==> config.mk <==
export PLATFORM = sky130hd
export DESIGN_NAME = ipv4_port_text_parser_top_flat
export DESIGN_NICKNAME = d
export VERILOG_FILES = /design/src/rtl/ipp_pkg.sv /design/src/rtl/ipp_if.sv /design/src/rtl/ipp_step.sv /design/src/rtl/ipp_out_reg.sv /design/src/rtl/ipv4_port_text_parser_top.sv /design/src/flat_wrapper.sv
export SDC_FILE = /design/constraint.sdc
export NUM_CORES = 1
export LEC_CHECK = 0
export ABC_CLOCK_PERIOD_IN_PS = 6050
export BUFFER_PORTS_ARGS = -buffer_cell sky130_fd_sc_hd__buf_2
export CAP_MARGIN = 20
export CORE_ASPECT_RATIO = 2
export CORE_MARGIN = 2
export CORE_UTILIZATION = 55
export DETAILED_ROUTE_END_ITERATION = 10
export PLACE_DENSITY_LB_ADDON = 0.12
export SLEW_MARGIN = 20
export SYNTH_ARGS = -nofsm -noshare
export SYNTH_HDL_FRONTEND = slang
export SYNTH_SLANG_ARGS = --single-unit
==> constraint.sdc <==
create_clock -name clk -period 6.05 [get_ports clk]
set_input_delay 0.3025 -clock clk [delete_from_list [all_inputs] [get_ports clk]]
set_output_delay 0.3025 -clock clk [all_outputs]
set_load 0.02 [all_outputs]
==> src/rtl/ipp_pkg.sv <==
`timescale 1ns / 1ps
package ipp_pkg;

	localparam int CHAR_W = 16;
	localparam int ADDR_W = 32;
	localparam int PORT_W = 16;

	localparam logic [1:0] PH_ADDR = 2'd0;
	localparam logic [1:0] PH_PORT = 2'd1;
	localparam logic [1:0] PH_SKIP = 2'd2;

	localparam logic [1:0] RDX_DEC = 2'd0;
	localparam logic [1:0] RDX_OCT = 2'd1;
	localparam logic [1:0] RDX_HEX = 2'd2;

	localparam logic [1:0] NUM_TAKEN = 2'd0;
	localparam logic [1:0] NUM_END   = 2'd1;
	localparam logic [1:0] NUM_BAD   = 2'd2;

	localparam logic [CHAR_W-1:0] CH_NUL    = 16'h0000;
	localparam logic [CHAR_W-1:0] CH_ZERO   = 16'h0030;
	localparam logic [CHAR_W-1:0] CH_NINE   = 16'h0039;
	localparam logic [CHAR_W-1:0] CH_LC_A   = 16'h0061;
	localparam logic [CHAR_W-1:0] CH_LC_F   = 16'h0066;
	localparam logic [CHAR_W-1:0] CH_UC_A   = 16'h0041;
	localparam logic [CHAR_W-1:0] CH_UC_F   = 16'h0046;
	localparam logic [CHAR_W-1:0] CH_LC_X   = 16'h0078;
	localparam logic [CHAR_W-1:0] CH_UC_X   = 16'h0058;
	localparam logic [CHAR_W-1:0] CH_DOT    = 16'h002E;
	localparam logic [CHAR_W-1:0] CH_COLON  = 16'h003A;

	localparam logic [1:0] LAST_PART = 2'd3;

	typedef struct packed {
		logic [1:0]        phase;
		logic [1:0]        radix;
		logic [1:0]        dcount;
		logic [ADDR_W-1:0] acc;
		logic [1:0]        pcount;
		logic [23:0]       leading;
		logic              too_big;
		logic              err;
		logic              done;
		logic [ADDR_W-1:0] hold;
	} ipp_state_t;

	localparam ipp_state_t IPP_STATE_RESET = '{
		phase:   PH_ADDR,
		radix:   RDX_DEC,
		dcount:  2'd0,
		acc:     '0,
		pcount:  2'd0,
		leading: '0,
		too_big: 1'b0,
		err:     1'b0,
		done:    1'b0,
		hold:    '0
	};

	typedef struct packed {
		logic              status;
		logic              address_committed;
		logic [ADDR_W-1:0] address;
		logic [PORT_W-1:0] port_net_order;
	} ipp_result_t;

endpackage

==> src/rtl/ipp_if.sv <==
`timescale 1ns / 1ps
interface ipp_char_if
	import ipp_pkg::*;
();
	logic              valid;
	logic              ready;
	logic [CHAR_W-1:0] text_char;

	modport source (output valid, output text_char, input ready);
	modport sink (input valid, input text_char, output ready);
endinterface

interface ipp_result_if
	import ipp_pkg::*;
();
	logic              valid;
	logic              ready;
	logic              status;
	logic              address_committed;
	logic [ADDR_W-1:0] address;
	logic [PORT_W-1:0] port_net_order;

	modport source (output valid, output status, output address_committed,
		output address, output port_net_order, input ready);
	modport sink (input valid, input status, input address_committed,
		input address, input port_net_order, output ready);
endinterface

==> src/rtl/ipp_step.sv <==
`timescale 1ns / 1ps
module ipp_step
	import ipp_pkg::*;
(
	input  ipp_state_t        cur,
	input  logic [CHAR_W-1:0] c,
	input  logic              strict,
	output ipp_state_t        nxt,
	output ipp_result_t       res
);

	logic              strict_eff;
	logic              is_x;
	logic              is_dig;
	logic              is_hex_ltr;
	logic              d_ok;
	logic [3:0]        d;
	logic              ge_base;
	logic [35:0]       scaled;
	logic [35:0]       acc_sum;
	logic [1:0]        num_res;
	logic [1:0]        num_radix;
	logic [1:0]        num_dcount;
	logic [ADDR_W-1:0] num_acc;
	logic              over_lim;
	logic [ADDR_W-1:0] hold_new;
	logic [PORT_W-1:0] port_v;

	assign strict_eff = (cur.phase == PH_ADDR) && strict;
	assign is_x       = (c == CH_LC_X) || (c == CH_UC_X);
	assign is_dig     = (c >= CH_ZERO) && (c <= CH_NINE);
	assign is_hex_ltr = (cur.radix == RDX_HEX) &&
		(((c >= CH_LC_A) && (c <= CH_LC_F)) || ((c >= CH_UC_A) && (c <= CH_UC_F)));
	assign d_ok       = is_dig || is_hex_ltr;
	// letters a-f and A-F share the low nibble 1..6
	assign d          = is_dig ? c[3:0] : (c[3:0] + 4'd9);
	assign ge_base    = (cur.radix == RDX_OCT) && (d >= 4'd8);

	always_comb begin
		unique case (cur.radix)
			RDX_HEX: scaled = {cur.acc, 4'b0};
			RDX_OCT: scaled = {1'b0, cur.acc, 3'b0};
			default: scaled = {1'b0, cur.acc, 3'b0} + {3'b0, cur.acc, 1'b0};
		endcase
	end

	assign acc_sum = scaled + {32'b0, d};

	// one character into the current number
	always_comb begin
		num_res    = NUM_TAKEN;
		num_radix  = cur.radix;
		num_dcount = cur.dcount;
		num_acc    = cur.acc;
		priority if (cur.dcount == 2'd0 && cur.radix == RDX_DEC && c == CH_ZERO
			&& !strict_eff) begin
			num_radix  = RDX_OCT;
			num_dcount = 2'd1;
			num_acc    = '0;
		end else if (cur.radix == RDX_OCT && cur.dcount == 2'd1 && is_x) begin
			num_radix  = RDX_HEX;
			num_dcount = 2'd0;
			num_acc    = '0;
		end else if (strict_eff && cur.radix == RDX_DEC && cur.dcount == 2'd1
			&& cur.acc == '0 && (is_x || d_ok)) begin
			num_res = NUM_BAD;
		end else if (!d_ok) begin
			num_res = NUM_END;
		end else if (ge_base) begin
			num_res = (cur.dcount == 2'd1) ? NUM_BAD : NUM_END;
		end else begin
			num_acc = acc_sum[ADDR_W-1:0];
			if (cur.dcount != 2'd2) begin
				num_dcount = cur.dcount + 2'd1;
			end
			if (acc_sum[35:32] != 4'd0) begin
				num_res = NUM_BAD;
			end
		end
	end

	// last part fills the bytes left over by the leading parts
	always_comb begin
		unique case (cur.pcount)
			2'd0: begin
				over_lim = 1'b0;
				hold_new = cur.acc;
			end
			2'd1: begin
				over_lim = (cur.acc[31:24] != 8'd0);
				hold_new = {cur.leading[7:0], 24'b0} | cur.acc;
			end
			2'd2: begin
				over_lim = (cur.acc[31:16] != 16'd0);
				hold_new = {cur.leading[15:0], 16'b0} | cur.acc;
			end
			default: begin
				over_lim = (cur.acc[31:8] != 24'd0);
				hold_new = {cur.leading, 8'b0} | cur.acc;
			end
		endcase
	end

	always_comb begin
		nxt    = cur;
		port_v = '0;
		unique case (cur.phase)
			PH_ADDR: begin
				nxt.radix  = num_radix;
				nxt.dcount = num_dcount;
				nxt.acc    = num_acc;
				if (num_res == NUM_BAD) begin
					nxt.err   = 1'b1;
					nxt.phase = PH_SKIP;
				end else if (num_res == NUM_END) begin
					if (cur.dcount == 2'd0) begin
						nxt.err   = 1'b1;
						nxt.phase = PH_SKIP;
					end else if (c == CH_DOT) begin
						if (cur.pcount == LAST_PART) begin
							nxt.err   = 1'b1;
							nxt.phase = PH_SKIP;
						end else begin
							if (cur.acc[31:8] != 24'd0) begin
								nxt.too_big = 1'b1;
							end
							nxt.leading = {cur.leading[15:0], cur.acc[7:0]};
							nxt.pcount  = cur.pcount + 2'd1;
							nxt.radix   = RDX_DEC;
							nxt.dcount  = 2'd0;
							nxt.acc     = '0;
						end
					end else if (cur.too_big || over_lim
						|| (strict && cur.pcount != LAST_PART)) begin
						nxt.err   = 1'b1;
						nxt.phase = PH_SKIP;
					end else begin
						nxt.hold = hold_new;
						nxt.done = 1'b1;
						if (c == CH_COLON) begin
							nxt.phase  = PH_PORT;
							nxt.radix  = RDX_DEC;
							nxt.dcount = 2'd0;
							nxt.acc    = '0;
						end else if (c != CH_NUL) begin
							nxt.err   = 1'b1;
							nxt.phase = PH_SKIP;
						end
					end
				end
			end
			PH_PORT: begin
				nxt.radix  = num_radix;
				nxt.dcount = num_dcount;
				nxt.acc    = num_acc;
				if (num_res == NUM_BAD) begin
					nxt.err   = 1'b1;
					nxt.phase = PH_SKIP;
				end else if (num_res == NUM_END) begin
					if (c != CH_NUL || cur.dcount == 2'd0
						|| (cur.radix == RDX_OCT && cur.dcount == 2'd1)
						|| cur.acc[31:16] != 16'd0) begin
						nxt.err   = 1'b1;
						nxt.phase = PH_SKIP;
					end else begin
						port_v = {cur.acc[7:0], cur.acc[15:8]};
					end
				end
			end
			default: begin
				// drop characters until the terminator
			end
		endcase

		res.status            = nxt.err;
		res.address_committed = nxt.done;
		res.address           = nxt.done ? nxt.hold : '0;
		res.port_net_order    = nxt.err ? '0 : port_v;

		if (c == CH_NUL) begin
			nxt = IPP_STATE_RESET;
		end
	end

endmodule

==> src/rtl/ipp_out_reg.sv <==
`timescale 1ns / 1ps
module ipp_out_reg
	import ipp_pkg::*;
(
	input  logic                clk,
	input  logic                arst_n,
	input  logic                load,
	input  ipp_result_t         res,
	output logic                can_load,
	ipp_result_if.source        out_ch
);

	logic        valid_q;
	ipp_result_t res_q;

	assign can_load = !valid_q || out_ch.ready;

	always_ff @(posedge clk or negedge arst_n) begin
		if (!arst_n) begin
			valid_q <= 1'b0;
		end else if (load) begin
			valid_q <= 1'b1;
		end else if (out_ch.ready) begin
			valid_q <= 1'b0;
		end
	end

	always_ff @(posedge clk) begin
		if (load) begin
			res_q <= res;
		end
	end

	assign out_ch.valid             = valid_q;
	assign out_ch.status            = res_q.status;
	assign out_ch.address_committed = res_q.address_committed;
	assign out_ch.address           = res_q.address;
	assign out_ch.port_net_order    = res_q.port_net_order;

endmodule

==> src/rtl/ipv4_port_text_parser_top.sv <==
`timescale 1ns / 1ps
// A terminating word's result goes through the input and result registers to out_ch.
// Throughput: one character word per cycle; the input register and the result
// register decouple the two sides, so only a held result stalls a terminator.
// Reset (arst_n low, asynchronous): parser back to the first address part,
// strict_mode cleared, input and result registers empty.
module ipv4_port_text_parser_top
	import ipp_pkg::*;
(
	input  logic          clk,
	input  logic          arst_n,
	input  logic          cfg_wr_en,
	input  logic          cfg_wr_data,
	ipp_char_if.sink      in_ch,
	ipp_result_if.source  out_ch
);

	logic              strict_q;
	logic              valid_s1;
	logic [CHAR_W-1:0] char_s1;
	ipp_state_t        state_q;
	ipp_state_t        state_nxt;
	ipp_result_t       res;
	logic              can_load;
	logic              adv;
	logic              term_s1;

	assign term_s1     = (char_s1 == CH_NUL);
	// advance unless a terminator waits on a held result
	assign adv         = valid_s1 && (!term_s1 || can_load);
	assign in_ch.ready = !valid_s1 || adv;

	always_ff @(posedge clk or negedge arst_n) begin
		if (!arst_n) begin
			strict_q <= 1'b0;
		end else if (cfg_wr_en) begin
			strict_q <= cfg_wr_data;
		end
	end

	always_ff @(posedge clk or negedge arst_n) begin
		if (!arst_n) begin
			valid_s1 <= 1'b0;
		end else if (in_ch.ready) begin
			valid_s1 <= in_ch.valid;
		end
	end

	always_ff @(posedge clk) begin
		if (in_ch.ready && in_ch.valid) begin
			char_s1 <= in_ch.text_char;
		end
	end

	always_ff @(posedge clk or negedge arst_n) begin
		if (!arst_n) begin
			state_q <= IPP_STATE_RESET;
		end else if (adv) begin
			state_q <= state_nxt;
		end
	end

	ipp_step u_step (
		.cur    (state_q),
		.c      (char_s1),
		.strict (strict_q),
		.nxt    (state_nxt),
		.res    (res)
	);

	ipp_out_reg u_out (
		.clk      (clk),
		.arst_n   (arst_n),
		.load     (adv && term_s1),
		.res      (res),
		.can_load (can_load),
		.out_ch   (out_ch)
	);

endmodule

==> src/flat_wrapper.sv <==
// flat-port wrapper written by rule: the top's interface ports become plain ports
module ipv4_port_text_parser_top_flat import ipp_pkg::*;
  (clk, arst_n, cfg_wr_en, cfg_wr_data, in_ch_valid, in_ch_text_char, in_ch_ready, out_ch_valid, out_ch_status, out_ch_address_committed, out_ch_address, out_ch_port_net_order, out_ch_ready);
  ipp_char_if in_ch_i ();
  ipp_result_if out_ch_i ();
  input  logic clk;
  input  logic arst_n;
  input  logic cfg_wr_en;
  input  logic cfg_wr_data;
  input wire logic [$bits(in_ch_i.valid)-1:0] in_ch_valid;
  input wire logic [$bits(in_ch_i.text_char)-1:0] in_ch_text_char;
  output wire logic [$bits(in_ch_i.ready)-1:0] in_ch_ready;
  output wire logic [$bits(out_ch_i.valid)-1:0] out_ch_valid;
  output wire logic [$bits(out_ch_i.status)-1:0] out_ch_status;
  output wire logic [$bits(out_ch_i.address_committed)-1:0] out_ch_address_committed;
  output wire logic [$bits(out_ch_i.address)-1:0] out_ch_address;
  output wire logic [$bits(out_ch_i.port_net_order)-1:0] out_ch_port_net_order;
  input wire logic [$bits(out_ch_i.ready)-1:0] out_ch_ready;
  assign in_ch_i.valid = in_ch_valid;
  assign in_ch_i.text_char = in_ch_text_char;
  assign in_ch_ready = in_ch_i.ready;
  assign out_ch_valid = out_ch_i.valid;
  assign out_ch_status = out_ch_i.status;
  assign out_ch_address_committed = out_ch_i.address_committed;
  assign out_ch_address = out_ch_i.address;
  assign out_ch_port_net_order = out_ch_i.port_net_order;
  assign out_ch_i.ready = out_ch_ready;
  ipv4_port_text_parser_top u_core (.clk(clk), .arst_n(arst_n), .cfg_wr_en(cfg_wr_en), .cfg_wr_data(cfg_wr_data), .in_ch(in_ch_i), .out_ch(out_ch_i));
endmodule
==> results.toml <==
[placed_design]
portBuffers = 73
hpwlAfterDp_um = 25700
placed_cell_area_mm2 = 0.0124
gp_congestion = 1.00
post-place-cells = 1570

[synth]
syn_nets = 1268
synth_common_cells = "nand2_1, o21ai_0, dfrtp_1"
yosys_warnings = 0
syn_area_mm2 = 0.0109
yosysUniqueCellTypes = 90
syn_area_per_cell_um2 = 9.12
synth-seq-area-share_pct = 41.6
synth_edf_count = 66
yosysMostFrequentCell = "nand2_1"
synthArstFlopShare_pct = 60.7
synth_top_area_share_pct = 23.4
post-synth-top-area-cell = "dfrtp_1"
synth.area.top_cells = "dfrtp_1, edfxtp_1, ha_1, nand2_1, o21ai_0"
synthFlopType = "dfrtp_1"
yosys_register_bits = 168
synthCells = 1194

[timing]
setup_violations = 98
tightestPinTransition_ns = 0.879
setup_ws_ns = -0.293
post-route-period-util_pct = 105
rsz0062_at_grt = "true"
hold_viol = 0
slew_headroom_pct = 41.4
period_needed_ns = 6.34
slew_violations = 0
finClkSkew_ns = 0.0122
fin_tns_setup_ns = -13.32
fin_hold_ws_ns = 0.0268
fmax_ghz = 0.158

[clock_network]
clockBufferDepth = 2
clock_sinks = 168
root_buffer = "clkbuf_16"
cts.reportedPaths.clkPinSlew_ns = 0.07
htree_levels = 4
clk_latency_ns = 0.45
cts_tree = "yes"
cts_buffers = 17

[power]
power_density_mw_per_mm2 = 215
ir_drop_mv = 0.235
p_leak_nw = 5.73

[floorplan]
dieHeight_um = 203
row_count = 72
die_area_mm2 = 0.0210
core_mm2 = 0.0194
io_pins = 74
initial_utilization_pct = 56.2
die_x_um = 104

[detailed_routing]
dr_wl_met3_um = 1830
wl_met1_um = 12100
top_layer = "met4"
antenna_left = 0
met2_length_um = 19200
vias = 10700
drt-initial-drc-count = 842
firstDrtPassIters = 6
drc = 0
viasPerCell = 6.60
routed_wl_um = 36700
routedWlPerCell_um = 22.6

[worst_setup_path]
cp_slowest_cell = "or4_4"
worst-path-buf-inv = 3
crit_type = "reg -> reg"
reg2reg_from = "u_core.char_s1[10]"
endpoint_kind = "flop"
crit_arrival_ns = 6.71
start_kind = "flop"
crit_start = "u_core.char_s1[10]"
cp_data_required_time_ns = 6.42
slowest_delay_ns = 0.55
path_max_fanout = 8
crit_family = "simple AND/OR/NAND/NOR gates"

[min_path]
hold_start = "in_ch_text_char[13]"
holdCritPathClass = "in -> reg"

[grt]
overflow = 0
grt_max_degree = 67
track_usage_pct = 34.1
grt_pass1_vias = 10600
grt_first_pass_wirelength_um = 55900
grt_antenna_before_repair = 0

[layout]
fin_area_mm2 = 0.0139
areaGrowthSynthToFinish_pct = 27.2
layout-drive-gt1-share_pct = 28.6
num-nets-final = 1426
fin_cells = 1624
diodes = 0
final.fill_count = 1486

[run]
maxCapViolations = 0

[run_status]
violations = "setup timing"
status = "finished, violations left"
metrics by stage:
stage               setup slack [ns]  util (%)  total power [W]
CTS                           -0.260      69.1          0.00293
finish                        -0.293      71.5          0.00298
global route                  -0.664      71.5          0.00309
global placement              -0.659      63.8          0.00177
detailed placement            -0.833      63.8          0.00178
floorplan                     0.0296         -          0.00158
sequential cells by signal, summed over array words and instances (netlist names):
name,flops
u_core.u_out.out_ch.valid,1
u_core.u_out.out_ch.address_committed,1
u_core.state_q,99
u_core.u_out.out_ch.port_net_order,16
u_core.char_s1,16
u_core.u_out.out_ch.address,32
u_core.strict_q,1
u_core.u_out.out_ch.status,1
u_core.valid_s1,1
worst reg2reg max path: cells and delay by family, from the launching register on:
| kind | cells | cell delay [ns] |
|---|---|---|
| multiplexers | 1 | 0.33 |
| buffers and inverters | 3 | 0.42 |
| XOR/XNOR | 1 | 0.12 |
| AND/OR/NAND/NOR | 15 | 3.28 |
| flip-flops | 1 | 0.36 |
| AO/OA/AOI/OAI | 7 | 1.27 |
| adder cells (fa/ha/maj) | 2 | 0.48 |
layer usage:
metal | global-route usage [%] | vias up
met4 | 27.6 | 0
met3 | 6.20 | 204
met1 | 33.3 | 5225
li1 | - | 4816
met2 | 62.1 | 474
met5 | 0 | -
where the power goes:
group / internal, W / leakage (nW) / switching, W
Clock: 0.000647 / 0.293 / 0.000476
Sequential: 0.00121 / 2.02 / 0.0000404
Combinational: 0.000239 / 3.42 / 0.000370
final cells by class:
class	instances	area, µm²	share of cell area (%)
Multi-Input combinational cell	918	6570	47.4
Sequential cell	168	4530	32.7
Timing Repair Buffer	221	1720	12.4
Clock buffer	20	467	3.37
Tap cell	259	324	2.34
Clock inverter	12	139	1.00
Inverter	26	98.8	0.714
cell families after synthesis:
| logic type | after synthesis | synth area share, % |
|---|---|---|
| fa+ha+maj | 52 | 6.11 |
| xor+xnor | 41 | 3.30 |
| compound gates | 382 | 24.1 |
| flops | 168 | 41.6 |
| simple gates | 432 | 19.9 |
| buf+inv | 108 | 3.99 |
| mux | 11 | 1.06 |
placed cells by master, fill, tap and decap left out, types with 23 or more instances in the layout:
| cell type | synthesis | layout |
|---|---|---|
| a21oi_1 | 61 | 57 |
| o21ai_1 | 13 | 43 |
| nand3_1 | 60 | 27 |
| o21ai_0 | 111 | 58 |
| a22oi_1 | 23 | 23 |
| a22o_1 | 39 | 39 |
| buf_2 | 13 | 72 |
| ha_1 | 50 | 45 |
| edfxtp_1 | 66 | 66 |
| nor2_1 | 73 | 69 |
| inv_1 | 25 | 24 |
| dfrtp_1 | 102 | 102 |
| nand3_2 | 1 | 25 |
| xnor2_1 | 29 | 27 |
| nand2_1 | 152 | 134 |
| buf_4 | 1 | 125 |
path summary, 6_finish.rpt:
| kind | to | slack, ns | cells after the start |
|---|---|---|---|
| setup / recovery | u_core.state_q[91] | -0.29 | 29 |
| hold / removal | u_core.char_s1[13] | 0.03 | 1 |
| setup reg to reg | u_core.state_q[91] | -0.29 | 29 |
| hold reg to reg | u_core.state_q[8] | 0.50 | 2 |
| max in group asynchronous | u_core.state_q[57] | 4.38 | 3 |
| min in group asynchronous | u_core.u_out.out_ch.valid | 0.37 | 2 |
repair_timing:
item,in CTS,in global routing
hold buffers,1,0
gates resized for setup,82,108
endpoints found under the setup margin,148,146
pin swaps,38,63
cloned,3,4
endpoints found under the hold margin,36,0
buffers inserted,12,6
Note: power is estimated with default switching activity, not from simulation.
